--- src/rtl/core/mrdf_pkg.sv ---
`default_nettype none
// ----------------------------------------------------------------------------
// mrdf_pkg
// Types and constants shared by the mesh repeat duplicate filter modules.
// ----------------------------------------------------------------------------
package mrdf_pkg;

    localparam int ADDR_W  = 8;
    localparam int HOP_W   = 4;
    localparam int FIELD_W = 8;
    localparam int TIME_W  = 32;
    localparam int EXP_W   = 16;

    // configuration port
    localparam int CFG_IDX_W  = 2;
    localparam int CFG_DATA_W = 16;

    localparam logic [CFG_IDX_W-1:0] CFG_RELAY_EN = 2'd0;
    localparam logic [CFG_IDX_W-1:0] CFG_OWN_ADDR = 2'd1;
    localparam logic [CFG_IDX_W-1:0] CFG_MAX_HOPS = 2'd2;
    localparam logic [CFG_IDX_W-1:0] CFG_EXPIRY   = 2'd3;

    localparam logic               RST_RELAY_EN = 1'b1;
    localparam logic [ADDR_W-1:0]  RST_OWN_ADDR = 8'd1;
    localparam logic [HOP_W-1:0]   RST_MAX_HOPS = 4'd3;
    localparam logic [EXP_W-1:0]   RST_EXPIRY   = 16'd2000;

    typedef enum logic [1:0] {
        S_IDLE,
        S_SCAN,
        S_FINISH
    } t_state;

    // one stored transaction
    typedef struct packed {
        logic [TIME_W-1:0]  time_ms;
        logic [FIELD_W-1:0] func;
        logic [FIELD_W-1:0] nonce;
        logic [FIELD_W-1:0] reg_addr;
    } t_entry;

    typedef struct packed {
        logic capture;
        logic scan_run;
        logic finish;
    } t_dp_cmd;

    typedef struct packed {
        logic scan_done;
        logic out_busy;
    } t_dp_stat;

endpackage
`default_nettype wire

--- src/rtl/core/mrdf_in_if.sv ---
`default_nettype none
// ----------------------------------------------------------------------------
// mrdf_in_if
// Packet header channel into the duplicate filter.
// ----------------------------------------------------------------------------
interface mrdf_in_if;
    logic        valid;
    logic        ready;
    logic [7:0]  dest_addr;
    logic [3:0]  hop_in;
    logic [7:0]  reg_addr;
    logic [7:0]  func_code;
    logic [7:0]  nonce;
    logic [31:0] now_ms;

    modport source (
        output valid, dest_addr, hop_in, reg_addr, func_code, nonce, now_ms,
        input  ready
    );
    modport sink (
        input  valid, dest_addr, hop_in, reg_addr, func_code, nonce, now_ms,
        output ready
    );
endinterface
`default_nettype wire

--- src/rtl/core/mrdf_out_if.sv ---
`default_nettype none
// ----------------------------------------------------------------------------
// mrdf_out_if
// Repeat decision channel out of the duplicate filter.
// ----------------------------------------------------------------------------
interface mrdf_out_if;
    logic       valid;
    logic       ready;
    logic       repeat_res;
    logic [7:0] new_src_addr;
    logic [3:0] hop_out;

    modport source (
        output valid, repeat_res, new_src_addr, hop_out,
        input  ready
    );
    modport sink (
        input  valid, repeat_res, new_src_addr, hop_out,
        output ready
    );
endinterface
`default_nettype wire

--- src/rtl/core/mrdf_ctrl.sv ---
`default_nettype none
// ----------------------------------------------------------------------------
// mrdf_ctrl
// Sequencer: accept a header, run the table scan, then hand off the result.
// ----------------------------------------------------------------------------
module mrdf_ctrl
    import mrdf_pkg::*;
(
    input  wire logic     i_clk,
    input  wire logic     i_rst_n,
    input  wire logic     i_in_valid,
    output logic          o_in_ready,
    input  wire t_dp_stat i_stat,
    output t_dp_cmd       o_cmd
);

    t_state r_state;
    t_state n_state;

    always_ff @(posedge i_clk) begin
        if (!i_rst_n) begin
            r_state <= S_IDLE;
        end else begin
            r_state <= n_state;
        end
    end

    always_comb begin
        n_state    = r_state;
        o_in_ready = 1'b0;
        o_cmd      = '0;
        case (r_state)
            S_IDLE: begin
                o_in_ready = 1'b1;
                if (i_in_valid) begin
                    o_cmd.capture = 1'b1;
                    n_state       = S_SCAN;
                end
            end
            S_SCAN: begin
                o_cmd.scan_run = 1'b1;
                if (i_stat.scan_done) begin
                    n_state = S_FINISH;
                end
            end
            S_FINISH: begin
                // wait for the output register to free up
                if (!i_stat.out_busy) begin
                    o_cmd.finish = 1'b1;
                    n_state      = S_IDLE;
                end
            end
            default: begin
                n_state = S_IDLE;
            end
        endcase
    end

endmodule
`default_nettype wire

--- src/rtl/core/mrdf_dp.sv ---
`default_nettype none
// ----------------------------------------------------------------------------
// mrdf_dp
// Datapath: configuration registers, header capture, transaction table with
// a one-entry-per-cycle scan, ring write and output register.
// ----------------------------------------------------------------------------
module mrdf_dp
    import mrdf_pkg::*;
#(
    parameter int TABLE_DEPTH = 8
) (
    input  wire logic                  i_clk,
    input  wire logic                  i_rst_n,
    input  wire logic                  i_cfg_we,
    input  wire logic [CFG_IDX_W-1:0]  i_cfg_idx,
    input  wire logic [CFG_DATA_W-1:0] i_cfg_data,
    input  wire logic [ADDR_W-1:0]     i_dest_addr,
    input  wire logic [HOP_W-1:0]      i_hop_in,
    input  wire logic [FIELD_W-1:0]    i_reg_addr,
    input  wire logic [FIELD_W-1:0]    i_func_code,
    input  wire logic [FIELD_W-1:0]    i_nonce,
    input  wire logic [TIME_W-1:0]     i_now_ms,
    input  wire t_dp_cmd               i_cmd,
    output t_dp_stat                   o_stat,
    output logic                       o_out_valid,
    input  wire logic                  i_out_ready,
    output logic                       o_repeat_res,
    output logic [ADDR_W-1:0]          o_new_src_addr,
    output logic [HOP_W-1:0]           o_hop_out
);

    localparam int IDX_W = (TABLE_DEPTH > 1) ? $clog2(TABLE_DEPTH) : 1;
    localparam int CNT_W = $clog2(TABLE_DEPTH + 1);

    // configuration
    logic              r_relay_en;
    logic [ADDR_W-1:0] r_own_addr;
    logic [HOP_W-1:0]  r_max_hops;
    logic [EXP_W-1:0]  r_expiry;

    always_ff @(posedge i_clk) begin
        if (!i_rst_n) begin
            r_relay_en <= RST_RELAY_EN;
            r_own_addr <= RST_OWN_ADDR;
            r_max_hops <= RST_MAX_HOPS;
            r_expiry   <= RST_EXPIRY;
        end else if (i_cfg_we) begin
            case (i_cfg_idx)
                CFG_RELAY_EN: r_relay_en <= i_cfg_data[0];
                CFG_OWN_ADDR: r_own_addr <= i_cfg_data[ADDR_W-1:0];
                CFG_MAX_HOPS: r_max_hops <= i_cfg_data[HOP_W-1:0];
                CFG_EXPIRY:   r_expiry   <= i_cfg_data[EXP_W-1:0];
                default: begin
                end
            endcase
        end
    end

    // captured header
    logic [ADDR_W-1:0]  r_dest;
    logic [HOP_W-1:0]   r_hop;
    t_entry             r_key;

    always_ff @(posedge i_clk) begin
        if (i_cmd.capture) begin
            r_dest        <= i_dest_addr;
            r_hop         <= i_hop_in;
            r_key.time_ms <= i_now_ms;
            r_key.func    <= i_func_code;
            r_key.nonce   <= i_nonce;
            r_key.reg_addr <= i_reg_addr;
        end
    end

    // transaction table
    t_entry             mem [TABLE_DEPTH];
    logic [TABLE_DEPTH-1:0] r_valid;
    logic [IDX_W-1:0]   r_wslot;
    t_entry             r_rd_data;
    logic               r_rd_valid;

    logic [CNT_W-1:0]   r_scan;
    logic               r_pipe;
    logic               r_dup;
    logic               scan_end;
    logic [TIME_W-1:0]  age;
    logic               hit;
    logic               elig;
    logic               rep;

    assign scan_end = (r_scan == CNT_W'(TABLE_DEPTH));
    assign age      = r_key.time_ms - r_rd_data.time_ms;
    assign hit      = r_pipe && r_rd_valid
                      && (r_rd_data.reg_addr == r_key.reg_addr)
                      && (r_rd_data.func == r_key.func)
                      && (r_rd_data.nonce == r_key.nonce)
                      && (age < {{(TIME_W-EXP_W){1'b0}}, r_expiry});
    assign elig     = r_relay_en && (r_dest != r_own_addr) && (r_hop < r_max_hops);
    assign rep      = elig && !r_dup;

    always_ff @(posedge i_clk) begin
        if (i_cmd.scan_run && !scan_end) begin
            r_rd_data  <= mem[r_scan[IDX_W-1:0]];
            r_rd_valid <= r_valid[r_scan[IDX_W-1:0]];
        end
        if (i_cmd.finish && rep) begin
            mem[r_wslot] <= r_key;
        end
    end

    // scan sequencing: read stage then compare stage
    always_ff @(posedge i_clk) begin
        if (!i_rst_n) begin
            r_scan <= '0;
            r_pipe <= 1'b0;
            r_dup  <= 1'b0;
        end else if (i_cmd.capture) begin
            r_scan <= '0;
            r_pipe <= 1'b0;
            r_dup  <= 1'b0;
        end else if (i_cmd.scan_run) begin
            if (hit) begin
                r_dup <= 1'b1;
            end
            if (!scan_end) begin
                r_scan <= r_scan + CNT_W'(1);
                r_pipe <= 1'b1;
            end else begin
                r_pipe <= 1'b0;
            end
        end
    end

    always_ff @(posedge i_clk) begin
        if (!i_rst_n) begin
            r_valid <= '0;
            r_wslot <= '0;
        end else if (i_cmd.finish && rep) begin
            r_valid[r_wslot] <= 1'b1;
            if (r_wslot == IDX_W'(TABLE_DEPTH - 1)) begin
                r_wslot <= '0;
            end else begin
                r_wslot <= r_wslot + IDX_W'(1);
            end
        end
    end

    // output register
    logic              r_out_valid;
    logic              r_out_rep;
    logic [ADDR_W-1:0] r_out_src;
    logic [HOP_W-1:0]  r_out_hop;

    always_ff @(posedge i_clk) begin
        if (!i_rst_n) begin
            r_out_valid <= 1'b0;
        end else if (i_cmd.finish) begin
            r_out_valid <= 1'b1;
        end else if (i_out_ready) begin
            r_out_valid <= 1'b0;
        end
    end

    always_ff @(posedge i_clk) begin
        if (i_cmd.finish) begin
            r_out_rep <= rep;
            r_out_src <= rep ? r_own_addr : '0;
            r_out_hop <= rep ? (r_hop + HOP_W'(1)) : '0;
        end
    end

    assign o_stat.scan_done = scan_end && !r_pipe;
    assign o_stat.out_busy  = r_out_valid && !i_out_ready;
    assign o_out_valid      = r_out_valid;
    assign o_repeat_res     = r_out_rep;
    assign o_new_src_addr   = r_out_src;
    assign o_hop_out        = r_out_hop;

endmodule
`default_nettype wire

--- src/rtl/core/mesh_repeat_duplicate_filter_top.sv ---
`default_nettype none
// ----------------------------------------------------------------------------
// mesh_repeat_duplicate_filter_top
// Flooding relay duplicate suppression: decides whether a received packet
// is repeated and records repeated transactions in a ring table.
//
// i_in carries one packet header plus the current millisecond time; a
// transfer happens when valid and ready are both high. o_out carries one
// decision per header: repeat flag, new source address and new hop count
// (both zero when the packet is not repeated).
// Configuration is written through i_cfg_we / i_cfg_idx / i_cfg_data; the user
// writes it while no header is in flight, which the block does not enforce;
// index 0 relay enable, 1 own address, 2 max hops, 3 expiry time.
// Each header is captured on its input transfer; the table memory is then read
// one entry per cycle and each entry is compared from the registered read data.
// One header is processed at a time: no new header is accepted until the
// previous result is written to the output register. If the receiver
// stalls, the next header is still accepted and scanned, and only its final
// write waits until the pending result is transferred.
// Reset (synchronous, active low) restores the default configuration and
// clears all table valid marks and the ring write pointer.
// ----------------------------------------------------------------------------
module mesh_repeat_duplicate_filter_top
    import mrdf_pkg::*;
#(
    parameter int TABLE_DEPTH = 8
) (
    input  wire logic                  i_clk,
    input  wire logic                  i_rst_n,
    input  wire logic                  i_cfg_we,
    input  wire logic [CFG_IDX_W-1:0]  i_cfg_idx,
    input  wire logic [CFG_DATA_W-1:0] i_cfg_data,
    mrdf_in_if.sink                    i_in,
    mrdf_out_if.source                 o_out
);

    t_dp_cmd  cmd;
    t_dp_stat stat;

    mrdf_ctrl u_ctrl (
        .i_clk      (i_clk),
        .i_rst_n    (i_rst_n),
        .i_in_valid (i_in.valid),
        .o_in_ready (i_in.ready),
        .i_stat     (stat),
        .o_cmd      (cmd)
    );

    mrdf_dp #(
        .TABLE_DEPTH (TABLE_DEPTH)
    ) u_dp (
        .i_clk          (i_clk),
        .i_rst_n        (i_rst_n),
        .i_cfg_we       (i_cfg_we),
        .i_cfg_idx      (i_cfg_idx),
        .i_cfg_data     (i_cfg_data),
        .i_dest_addr    (i_in.dest_addr),
        .i_hop_in       (i_in.hop_in),
        .i_reg_addr     (i_in.reg_addr),
        .i_func_code    (i_in.func_code),
        .i_nonce        (i_in.nonce),
        .i_now_ms       (i_in.now_ms),
        .i_cmd          (cmd),
        .o_stat         (stat),
        .o_out_valid    (o_out.valid),
        .i_out_ready    (o_out.ready),
        .o_repeat_res   (o_out.repeat_res),
        .o_new_src_addr (o_out.new_src_addr),
        .o_hop_out      (o_out.hop_out)
    );

endmodule
`default_nettype wire

--- src/flat_wrapper.sv ---
// flat-port wrapper written by rule: the top's interface ports become plain ports
module mesh_repeat_duplicate_filter_top_flat import mrdf_pkg::*;
#(
    parameter int TABLE_DEPTH = 8
)
  (i_clk, i_rst_n, i_cfg_we, i_cfg_idx, i_cfg_data, i_in_valid, i_in_dest_addr, i_in_hop_in, i_in_reg_addr, i_in_func_code, i_in_nonce, i_in_now_ms, i_in_ready, o_out_valid, o_out_repeat_res, o_out_new_src_addr, o_out_hop_out, o_out_ready);
  mrdf_in_if i_in_i ();
  mrdf_out_if o_out_i ();
  input  wire logic i_clk;
  input  wire logic i_rst_n;
  input  wire logic i_cfg_we;
  input  wire logic [CFG_IDX_W-1:0] i_cfg_idx;
  input  wire logic [CFG_DATA_W-1:0] i_cfg_data;
  input wire logic [$bits(i_in_i.valid)-1:0] i_in_valid;
  input wire logic [$bits(i_in_i.dest_addr)-1:0] i_in_dest_addr;
  input wire logic [$bits(i_in_i.hop_in)-1:0] i_in_hop_in;
  input wire logic [$bits(i_in_i.reg_addr)-1:0] i_in_reg_addr;
  input wire logic [$bits(i_in_i.func_code)-1:0] i_in_func_code;
  input wire logic [$bits(i_in_i.nonce)-1:0] i_in_nonce;
  input wire logic [$bits(i_in_i.now_ms)-1:0] i_in_now_ms;
  output wire logic [$bits(i_in_i.ready)-1:0] i_in_ready;
  output wire logic [$bits(o_out_i.valid)-1:0] o_out_valid;
  output wire logic [$bits(o_out_i.repeat_res)-1:0] o_out_repeat_res;
  output wire logic [$bits(o_out_i.new_src_addr)-1:0] o_out_new_src_addr;
  output wire logic [$bits(o_out_i.hop_out)-1:0] o_out_hop_out;
  input wire logic [$bits(o_out_i.ready)-1:0] o_out_ready;
  assign i_in_i.valid = i_in_valid;
  assign i_in_i.dest_addr = i_in_dest_addr;
  assign i_in_i.hop_in = i_in_hop_in;
  assign i_in_i.reg_addr = i_in_reg_addr;
  assign i_in_i.func_code = i_in_func_code;
  assign i_in_i.nonce = i_in_nonce;
  assign i_in_i.now_ms = i_in_now_ms;
  assign i_in_ready = i_in_i.ready;
  assign o_out_valid = o_out_i.valid;
  assign o_out_repeat_res = o_out_i.repeat_res;
  assign o_out_new_src_addr = o_out_i.new_src_addr;
  assign o_out_hop_out = o_out_i.hop_out;
  assign o_out_i.ready = o_out_ready;
  mesh_repeat_duplicate_filter_top #(.TABLE_DEPTH(TABLE_DEPTH)) u_core (.i_clk(i_clk), .i_rst_n(i_rst_n), .i_cfg_we(i_cfg_we), .i_cfg_idx(i_cfg_idx), .i_cfg_data(i_cfg_data), .i_in(i_in_i), .o_out(o_out_i));
endmodule
--- config.mk ---
export PLATFORM = sky130hd
export DESIGN_NAME = mesh_repeat_duplicate_filter_top_flat
export DESIGN_NICKNAME = d
export VERILOG_FILES = /design/src/rtl/core/mrdf_pkg.sv /design/src/rtl/core/mrdf_in_if.sv /design/src/rtl/core/mrdf_out_if.sv /design/src/rtl/core/mrdf_ctrl.sv /design/src/rtl/core/mrdf_dp.sv /design/src/rtl/core/mesh_repeat_duplicate_filter_top.sv /design/src/flat_wrapper.sv
export SDC_FILE = /design/constraint.sdc
export NUM_CORES = 1
export LEC_CHECK = 0
export ABC_AREA = 1
export BUFFER_PORTS_ARGS = -buffer_cell sky130_fd_sc_hd__buf_2
export CORE_UTILIZATION = 36
export DETAILED_ROUTE_END_ITERATION = 16
export GPL_ROUTABILITY_DRIVEN = 0
export PLACE_DENSITY_LB_ADDON = 0.1
export SLEW_MARGIN = 10
export SYNTH_ARGS = -nofsm -noshare
export SYNTH_HDL_FRONTEND = slang
export SYNTH_SLANG_ARGS = --single-unit
--- constraint.sdc ---
create_clock -name i_clk -period 6.6 [get_ports i_clk]
set_clock_uncertainty 0.1 [all_clocks]
set_input_delay 0.66 -clock i_clk [delete_from_list [all_inputs] [get_ports i_clk]]
set_output_delay 0.66 -clock i_clk [all_outputs]
set_load 0.1 [all_outputs]
==> impl_metrics.yaml, run 1 <==
setup_path:
  required_ps: 6720
  r2r-start: "u_core.u_ctrl.r_state[1]$_SDFFE_PN0P_"
  setup.worst_path.end_class: "flop"
  ff2ff_setup_slack_ps: 2730
  path_class: "reg -> reg"
  critical_path.cell_chain: "inv_1 -> nor2_1 -> inv_1 -> nor2_2 -> inv_1 -> nor2_4 -> nand2_1 -> inv_1 -> nand2_1 -> inv_2 -> buf_4"
  critPathMaxFanout: 38
  r2r-end: "u_core.u_dp.mem[0][31]$_DFFE_PP_"
  crit_top_cell: "inv_1"
  critPathLaunchType: "flop"
  cp_slowest_cell: "nor2_2"
  crit_path_max_incr_delay_ps: 770
  ff2ff_path_depth: 11
  arrival_ps: 4000
timing:
  tightest_slew_ps: 1100
  rsz0062_at_grt: "false"
  relSlewSlack_pct: 26.5
  finalMaxSlewViolations: 0
  hold_ws_ps: 111
  min_period_ps: 3870
  layout_setup_ws_ps: 2730
  hold_viol: 0
  timing.fmax_ghz: 0.258
  finalSetupViolations: 0
  fin_crit_sh_pct: 58.7
  finalSetupTns_ps: 0
clock_tree:
  cts_made_buffers: 72
  cts_hold_buffers: 0
  clk_latency_ps: 620
  cts_sinks: 635
  clockBufferDepth: 3
  tritoncts: "done"
  clkTransAtPathRegs_ps: 60
  htreeDepth: 3
  cts-resized-gates: 0
  post-cts-setup-buffers: 0
  root_buffer: "clkbuf_16"
floorplanning:
  core_sq_mm: 0.0743
  die_w_microns: 276
  rows: 100
  start_util_pct: 36.4
  die_h_microns: 276
  dieArea_sq_mm: 0.0762
  pin_count: 106
final_layout:
  area.growth.synth_to_final_pct: 14.4
  layout.nets: 2711
  final_common_cell: "edfxtp_1"
  layout_common_cells: "edfxtp_1, nor2_1, nand2_1"
  fin_area_sq_mm: 0.0309
  drive_above_1_share_pct: 10.7
  diodes: 0
global_route:
  antenna_found_initial: 1
  grt_pass1_vias: 17700
  grt_pass1_wl_microns: 105000
  grt-ovfl-total: 0
  grt_max_degree: 96
  track_usage_pct: 18.1
placement:
  dp_hpwl_microns: 42200
  dp_slack_ps: 2260
  portBuffers: 105
  post_dp_cell_area_sq_mm: 0.0286
synth:
  synth_largest_area_cell: "edfxtp_1"
  ys_seq_area_share_pct: 68.7
  syn_avg_cell_area_sq_um: 11.0
  synthArstFlopShare_pct: 0
  syn_inst: 2460
  netlist_area_sq_mm: 0.0270
  synthFlopType: "edfxtp_1"
  synth_top_area_share_pct: 65.1
  synth_area_leaders: "edfxtp_1, nor2_1, o21ai_0, nand2_1, inv_1"
  synth_enable_flop_cells: 586
  synth_cell_types: 43
  syn_nets: 2606
  yosys_register_bits: 635
  yosysWarnings: 0
pwr:
  p_leak_nw: 11.8
  irDropWorstVdd_mv: 0.172
  power.density_mw_per_mm2: 350
routing:
  vias: 17500
  routed_wl_microns: 69200
  drt-vias-per-instance: 4.87
  first_pass_iters: 5
  remaining_drc_errors: 0
  initialDrtViolationCount: 1110
  post_drt_wl_per_cell_microns: 19.3
  ant_nets: 0
hold_path:
  hold_depth: 1
  hold_path_end: "u_core.u_dp.r_key[7]$_DFFE_PP_"
  min_from: "i_in_reg_addr[7]"
  hp-class: "in -> reg"
outcome:
  outcome: "completed"
flow_run:
  drv_cap: 0
[metal layers]
metal	wire, microns	vias up	GRT usage [%]
li1	-	8603	-
met1	31800	8490	24.2
met2	33400	296	30.8
met3	2580	99	2.80
met4	1430	0	4.68
met5	0	-	0
[worst max path at each step]
stage	from	to	cells past startpoint
after detailed placement	o_out_ready	u_core.u_dp.mem[6][28]$_DFFE_PP_	10
final	u_core.u_ctrl.r_state[1]$_SDFFE_PN0P_	u_core.u_dp.mem[0][31]$_DFFE_PP_	11
after floorplan	u_core.u_ctrl.r_state[1]$_SDFFE_PN0P_	u_core.u_dp.r_scan[3]$_SDFFE_PP0P_	6
after global placement	o_out_ready	u_core.u_dp.mem[6][28]$_DFFE_PP_	10
after global routing	u_core.u_ctrl.r_state[1]$_SDFFE_PN0P_	u_core.u_dp.mem[0][31]$_DFFE_PP_	11
after CTS	u_core.u_ctrl.r_state[1]$_SDFFE_PN0P_	u_core.u_dp.mem[6][31]$_DFFE_PP_	11
[synthesized netlist by cell type, types with 8 or more instances]
cell type,n
xor2_1,20
nand3_1,34
edfxtp_1,586
nand2_2,19
o22ai_1,56
buf_1,8
inv_1,267
a21oi_1,61
clkbuf_1,72
nor2_1,495
nand4_1,9
a31oi_1,58
o21ai_0,260
ha_1,54
buf_2,13
nand2_1,338
dfxtp_1,49
[stage by stage]
stage | utilization [%] | instances | power [mW]
4_1_cts | 41.6 | 3591 | 11.0
5_1_grt | 41.6 | 3591 | 11.4
2_1_floorplan | - | 2460 | 6.31
6_report | 41.6 | 3591 | 10.8
3_5_place_dp | 38.5 | 3460 | 6.98
3_3_place_gp | 38.5 | 3460 | 6.96
[worst max-delay path, delay by kind of cell, from the launching register on]
| kind | cells | cell delay (ps) |
|---|---|---|
| buf+inv | 6 | 1540 |
| flops | 1 | 360 |
| simple gates | 5 | 1390 |
[report_power, final]
part | internal [mW] | leakage [nW] | switching, mW
clock network | 2.35 | 1.14 | 1.61
logic | 0.571 | 4.93 | 1.26
registers | 4.77 | 5.74 | 0.275
[registers in the layout, summed over array words and instances (netlist names), 4 cells and up]
signal	count
u_core.u_dp.r_key	56
u_core.u_dp.o_hop_out	4
u_core.u_dp.r_valid	8
u_core.u_dp.o_new_src_addr	8
u_core.u_dp.r_hop	4
u_core.u_dp.r_rd_data	56
u_core.u_dp.r_expiry	16
u_core.u_dp.r_max_hops	4
u_core.u_dp.mem	448
u_core.u_dp.r_own_addr	8
u_core.u_dp.r_scan	4
u_core.u_dp.r_dest	8
[kinds of logic (layout without fill, tap and decap cells)]
family | after synthesis | after routing | synth area share (%)
simple gates | 918 | 918 | 13.5
fa+ha+maj | 55 | 55 | 2.57
compound gates | 453 | 453 | 9.10
buf+inv | 372 | 534 | 5.26
flops | 635 | 635 | 68.7
xor+xnor | 27 | 27 | 0.875
[area by class of cell]
type	count	area (sq um)
fillers	7128	43400
clock buffers	92	1930
repair buffers	127	691
well taps	969	1210
flip-flops and latches	635	18600
clock inverters	39	409
multi-input cells	1453	7070
inverters	276	1050
(Power assumes the default switching activity.)
==> run 2: changes to the inputs <==
Settings changed: ABC_AREA 1 to 0.
Clock period 6.6 ns to 3.2 ns, I/O delays scaled along.
==> run 2 against run 1 <==
Sequential cell count did not move. Wire length shrank 11%. Maximum frequency decreased by 0.30%. Critical path depth is 5 higher. Register-to-register slack worse by 3400 ps. Utilization is 3.9 points higher. The run now ends with negative setup slack left. Sequential share of layout area fell by 2.0 points.
==> impl_metrics.yaml, run 2 <==
clock_tree:
  root_buffer: "clkbuf_16"
  tritoncts: "done"
  cts_sinks: 635
  clockBufferDepth: 3
  clkTransAtPathRegs_ps: 60
  clk_latency_ps: 610
  cts_made_buffers: 71
  htreeDepth: 3
timing:
  rsz0062_at_grt: "true"
  min_period_ps: 3890
  finalSetupViolations: 1
  hold_viol: 0
  timing.fmax_ghz: 0.257
  tightest_slew_ps: 1010
  finalMaxSlewViolations: 0
  fin_crit_sh_pct: 121
  relSlewSlack_pct: 32.9
  layout_setup_ws_ps: -685
synth:
  synth_cell_types: 65
  synth.top_cells.by_count: "edfxtp_1, nand2_1, mux4_2"
  synth_largest_area_cell: "edfxtp_1"
  yosysWarnings: 0
  synthFlopType: "edfxtp_1"
  synth_top_area_share_pct: 68.5
  syn_inst: 1515
  syn_nets: 1661
  yosys_register_bits: 635
  syn_avg_cell_area_sq_um: 17.0
  netlist_area_sq_mm: 0.0257
  synth_most_common_cell: "edfxtp_1"
  ys_seq_area_share_pct: 72.3
  synth_enable_flop_cells: 586
  synthArstFlopShare_pct: 0
  synth_area_leaders: "edfxtp_1, mux4_2, dfxtp_1, nand2_1, ha_1"
pwr:
  irDropWorstVdd_mv: 0.381
  power.density_mw_per_mm2: 616
  p_leak_nw: 11.1
  power_mw: 19.7
global_route:
  grt_pass1_wl_microns: 93400
  track_usage_pct: 17.3
  grt_pass1_vias: 14800
  antenna_found_initial: 2
  grt_max_degree: 69
  grt-ovfl-total: 0
placement:
  dp_hpwl_microns: 37000
  dp_slack_ps: -805
  post_dp_cell_area_sq_mm: 0.0287
  portBuffers: 105
  dp_cells: 2641
setup_path:
  r2r-start: "u_core.u_dp.r_key[27]$_DFFE_PP_"
  cp_slowest_cell: "edfxtp_1"
  path_buf_inv: 2
  required_ps: 3640
  crit_path_max_incr_delay_ps: 420
  path_depth: 16
  setup.worst_path.end_class: "flop"
  ff2ff_setup_slack_ps: -690
  crit_start: "u_core.u_dp.r_key[27]$_DFFE_PP_"
  path_delay_family: "compound AO/OA/AOI/OAI gates"
  critPathLaunchType: "flop"
  path_class: "reg -> reg"
  arrival_ps: 4320
  critPathMaxFanout: 4
  ff2ff_path_depth: 16
  r2r-end: "u_core.u_dp.r_dup$_SDFFE_PP0P_"
  critical_path.cell_chain: "ha_4 -> and2_4 -> a221o_1 -> o21a_1 -> a41oi_2 -> buf_4 -> xnor2_1 -> ha_1 -> a21o_1 -> a21o_1 -> a221oi_2 -> buf_4 -> o2111ai_1 -> nor4_2 -> o2111ai_1 -> o22ai_2"
  endpoint: "u_core.u_dp.r_dup$_SDFFE_PP0P_"
floorplanning:
  dieArea_sq_mm: 0.0724
  start_util_pct: 36.6
  die_w_microns: 269
  rows: 97
  pin_count: 106
  core_sq_mm: 0.0703
  die_h_microns: 269
final_layout:
  seqCellArea_sq_mm: 0.0186
  layout_common_cells: "edfxtp_1, nand2_1, buf_4"
  drive_above_1_share_pct: 27.3
  multiInputGateArea_sq_mm: 0.00689
  diodes: 0
  largest_reg_flops: 448
  layout.nets: 2010
  fin_area_sq_mm: 0.0320
  stdcell_count: 2859
  final_util_pct: 45.5
  final_common_cell: "edfxtp_1"
  fillers: 6135
  area.growth.synth_to_final_pct: 24.6
  largest_registers: "u_core.u_dp.mem: 448 flops, u_core.u_dp.r_key: 56 flops, u_core.u_dp.r_rd_data: 56 flops"
  regMostFlops: "u_core.u_dp.mem"
routing:
  post_drt_wl_per_cell_microns: 21.7
  routed_wl_microns: 61900
  drt-vias-per-instance: 4.91
  first_pass_iters: 5
  initialDrtViolationCount: 794
  remaining_drc_errors: 0
  ant_nets: 0
  vias: 14000
outcome:
  outcome: "complete, but fails checks"
  violations: "negative setup slack"
hold_path:
  hp-class: "in -> reg"
flow_run:
  drv_cap: 0
## run 2: cell types whose count changed after synthesis, moves of 34 or more
cell	before	now
nor2_1	495	23
o21ai_0	260	20
inv_1	267	60
mux4_2	0	114
nand2_1	338	231
o22ai_1	56	0
a31oi_1	58	5
xnor2_1	7	45
clkbuf_1	72	38
## run 2: worst min path at each step
stage | from | endpoint | slack (ps) | cells past startpoint
finish | o_out_ready | u_core.u_dp.o_out_valid$_SDFFE_PN0P_ | 100 | 3
global route | o_out_ready | u_core.u_dp.o_out_valid$_SDFFE_PN0P_ | 90 | 3
CTS | o_out_ready | u_core.u_dp.o_out_valid$_SDFFE_PN0P_ | 40 | 3
detailed placement | u_core.u_dp.r_valid[4]$_SDFFE_PN0P_ | u_core.u_dp.r_valid[4]$_SDFFE_PN0P_ | 340 | 1
global placement | u_core.u_dp.r_valid[2]$_SDFFE_PN0P_ | u_core.u_dp.r_valid[2]$_SDFFE_PN0P_ | 330 | 1
floorplan | i_in_dest_addr[0] | u_core.u_dp.r_dest[0]$_DFFE_PP_ | 320 | 0
## run 2: cell families after synthesis
logic type	Yosys count	synth area share [%]
AO/OA/AOI/OAI	151	4.10
buffers and inverters	120	1.83
AND/OR/NAND/NOR	362	6.31
flip-flops	635	72.3
multiplexers	129	10.6
adder cells (fa/ha/maj)	55	2.71
XOR/XNOR	63	2.15
## run 2: worst register-to-register path: stages (launching register included)
cell	delay, ps
edfxtp_1	420
ha_4	240
and2_4	150
a221o_1	340
o21a_1	240
a41oi_2	270
buf_4	150
xnor2_1	100
ha_1	260
a21o_1	160
a21o_1	180
a221oi_2	270
buf_4	170
o2111ai_1	150
nor4_2	340
o2111ai_1	170
o22ai_2	110
## run 2: final cells by class
cell class,instances,area share (%)
flip-flops and latches,635,58.1
inverters,61,0.715
multi-input cells,760,21.5
clock buffers,92,6.09
repair buffers,335,8.66
clock inverters,36,1.25
well taps,940,3.68
## run 2: timing repair
action	4_1_cts	5_1_grt
pin swaps	0	8
endpoints found under the hold margin	98	0
gates resized for setup	9	10
hold buffers	87	0
setup endpoints to repair	1	1
setup buffers	0	3
## run 2: per-layer routing
metal | vias to the layer above | wire length (microns) | global-route usage [%]
met5 | - | 17 | 0
met3 | 84 | 2210 | 2.87
met1 | 7203 | 28600 | 23.6
met2 | 237 | 29900 | 28.8
li1 | 6520 | - | -
met4 | 2 | 1260 | 4.44
## run 2: where the power goes
group	total (mW)	internal, mW	switching [mW]
clock	8.17	4.82	3.34
sequential	9.52	9.34	0.179
combinational	2.03	0.962	1.07
## run 2: metrics by stage
step | hold WS, ps | TNS [ps]
2_1_floorplan | 319 | -135620
3_3_place_gp | 331 | -633
3_5_place_dp | 341 | -805
4_1_cts | 41.1 | -564
5_1_grt | 91.1 | -928
6_report | 103 | -685
==> run 3: changes to the inputs <==
Settings changed: HOLD_SLACK_MARGIN from default to 0.15.
==> run 3 against run 2 <==
The run still ends with negative setup slack left. Design area is 0.16% higher. Power hardly changed. First-iteration DRC count increased by 5.8%. Clock power about the same. Hold slack gained 210 ps. Register-to-register slack lost 30 ps. Via count increased by 0.33%. Critical endpoint unchanged. Maximum frequency is 0.70% lower. Critical path type unchanged. Largest cell class unchanged. Cell count is 0.17% higher. Clock-buffer cell count unchanged. Sequential power is essentially flat.
==> impl_metrics.yaml, run 3 (same netlist as run 2, synthesis figures left out) <==
floorplanning:
  dieArea_sq_mm: 0.0724
  core_sq_mm: 0.0703
  rows: 97
  die_h_microns: 269
  start_util_pct: 36.6
  die_w_microns: 269
  pin_count: 106
final_layout:
  diodes: 0
  seqCellArea_sq_mm: 0.0186
  regMostFlops: "u_core.u_dp.mem"
  fin_area_sq_mm: 0.0321
  fillers: 6129
  largest_registers: "u_core.u_dp.mem: 448 flops, u_core.u_dp.r_key: 56 flops, u_core.u_dp.r_rd_data: 56 flops"
  multiInputGateArea_sq_mm: 0.00689
  layout_common_cells: "edfxtp_1, nand2_1, buf_4"
  area.growth.synth_to_final_pct: 24.8
  layout.nets: 2015
  drive_above_1_share_pct: 27.2
  final_common_cell: "edfxtp_1"
  largest_reg_flops: 448
timing:
  finalSetupViolations: 1
  hold_viol: 0
  hold_ws_ps: 311
  tightest_slew_ps: 1020
  relSlewSlack_pct: 31.7
  min_period_ps: 3910
  fin_crit_sh_pct: 122
  finalSetupTns_ps: -712
  finalMaxSlewViolations: 0
  rsz0062_at_grt: "true"
  timing.fmax_ghz: 0.256
  layout_setup_ws_ps: -712
placement:
  portBuffers: 105
  post_dp_cell_area_sq_mm: 0.0287
  dp_hpwl_microns: 37000
  dp_slack_ps: -805
hold_path:
  hp-class: "in -> reg"
pwr:
  power_frac_comb_pct: 10.3
  power.internal_mw: 15.1
  power.density_mw_per_mm2: 615
  irDropWorstVdd_mv: 0.381
  switching_power_mw: 4.59
  clkPwrFrac_pct: 41.4
  swShare_pct: 23.3
  seqPwrFrac_pct: 48.3
  p_leak_nw: 11.2
  power_mw: 19.7
global_route:
  antenna_found_initial: 2
  grt_pass1_wl_microns: 93500
  track_usage_pct: 17.3
  grt_pass1_vias: 14800
  grt-ovfl-total: 0
  grt_max_degree: 69
clock_tree:
  clockBufferDepth: 3
  root_buffer: "clkbuf_16"
  clkTransAtPathRegs_ps: 60
  clk_latency_ps: 610
  cts_made_buffers: 71
  tritoncts: "done"
  cts_sinks: 635
  htreeDepth: 3
routing:
  post_drt_wl_per_cell_microns: 21.7
  routed_wl_microns: 62100
  first_pass_iters: 5
  initialDrtViolationCount: 840
  drt-vias-per-instance: 4.92
  vias: 14100
  remaining_drc_errors: 0
  ant_nets: 0
setup_path:
  critPathLaunchType: "flop"
  required_ps: 3640
  setup.worst_path.end_class: "flop"
  path_class: "reg -> reg"
  critPathMaxFanout: 4
  arrival_ps: 4350
outcome:
  outcome: "complete, but fails checks"
  violations: "negative setup slack"
flow_run:
  drv_cap: 0
## run 3: cell count changes in the layout (fill, tap and decap cells not counted), sizes merged
cell and delta:
dlygate4sd3 +5
## run 3: final timing paths
path	depth (start not counted)	startpoint	slack, ps	to
max	16	u_core.u_dp.r_key[27]$_DFFE_PP_	-710	u_core.u_dp.r_dup$_SDFFE_PP0P_
min	2	i_in_func_code[4]	310	u_core.u_dp.r_key[20]$_DFFE_PP_
max reg2reg	16	u_core.u_dp.r_key[27]$_DFFE_PP_	-710	u_core.u_dp.r_dup$_SDFFE_PP0P_
min reg2reg	1	u_core.u_dp.r_valid[2]$_SDFFE_PN0P_	360	u_core.u_dp.r_valid[2]$_SDFFE_PN0P_
## run 3: routing by layer
layer / vias up / wire (microns) / GRT usage [%]
met5: - / 17 / 0
met4: 2 / 1280 / 4.44
met3: 86 / 2180 / 2.88
met2: 234 / 29900 / 28.8
met1: 7234 / 28700 / 23.7
li1: 6537 / - / -
## run 3: stage by stage
stage / util (%) / cells
2_1_floorplan: - / 1515
3_3_place_gp: 40.8 / 2641
3_5_place_dp: 40.8 / 2641
4_1_cts: 45.5 / 2861
5_1_grt: 45.6 / 2864
6_report: 45.6 / 2864
## run 3: power groups by stage
stage	registers, mW	logic (mW)	clock network, mW
floorplan	9.68	1.14	0
global placement	9.69	1.93	0
detailed placement	9.70	1.93	0
CTS	9.52	2.04	8.39
global route	9.54	2.24	8.69
finish	9.52	2.04	8.16
## run 3: worst max-delay path, cell delays in order, from the launching register on
cell       delay, ps
edfxtp_1         420
ha_4             240
and2_4           150
a221o_1          340
o21a_1           240
a41oi_2          270
buf_4            150
xnor2_1          100
ha_1             260
a21o_1           160
a21o_1           180
a221oi_2         270
buf_4            170
o2111ai_1        150
nor4_2           360
o2111ai_1        170
o22ai_2          110
## run 3: final cells by class
cell class	count	share of cell area (%)
clock buffers	92	6.08
clock inverters	36	1.25
inverters	61	0.714
multi-input cells	760	21.5
flip-flops and latches	635	58.0
well taps	940	3.67
repair buffers	340	8.80
## run 3: what timing repair did
item | in CTS | in global routing
gates resized for setup | 9 | 10
endpoints found under the setup margin | 1 | 1
endpoints found under the hold margin | 103 | 0
pin swaps | 0 | 8
hold buffers | 92 | 0
setup buffers | 0 | 3
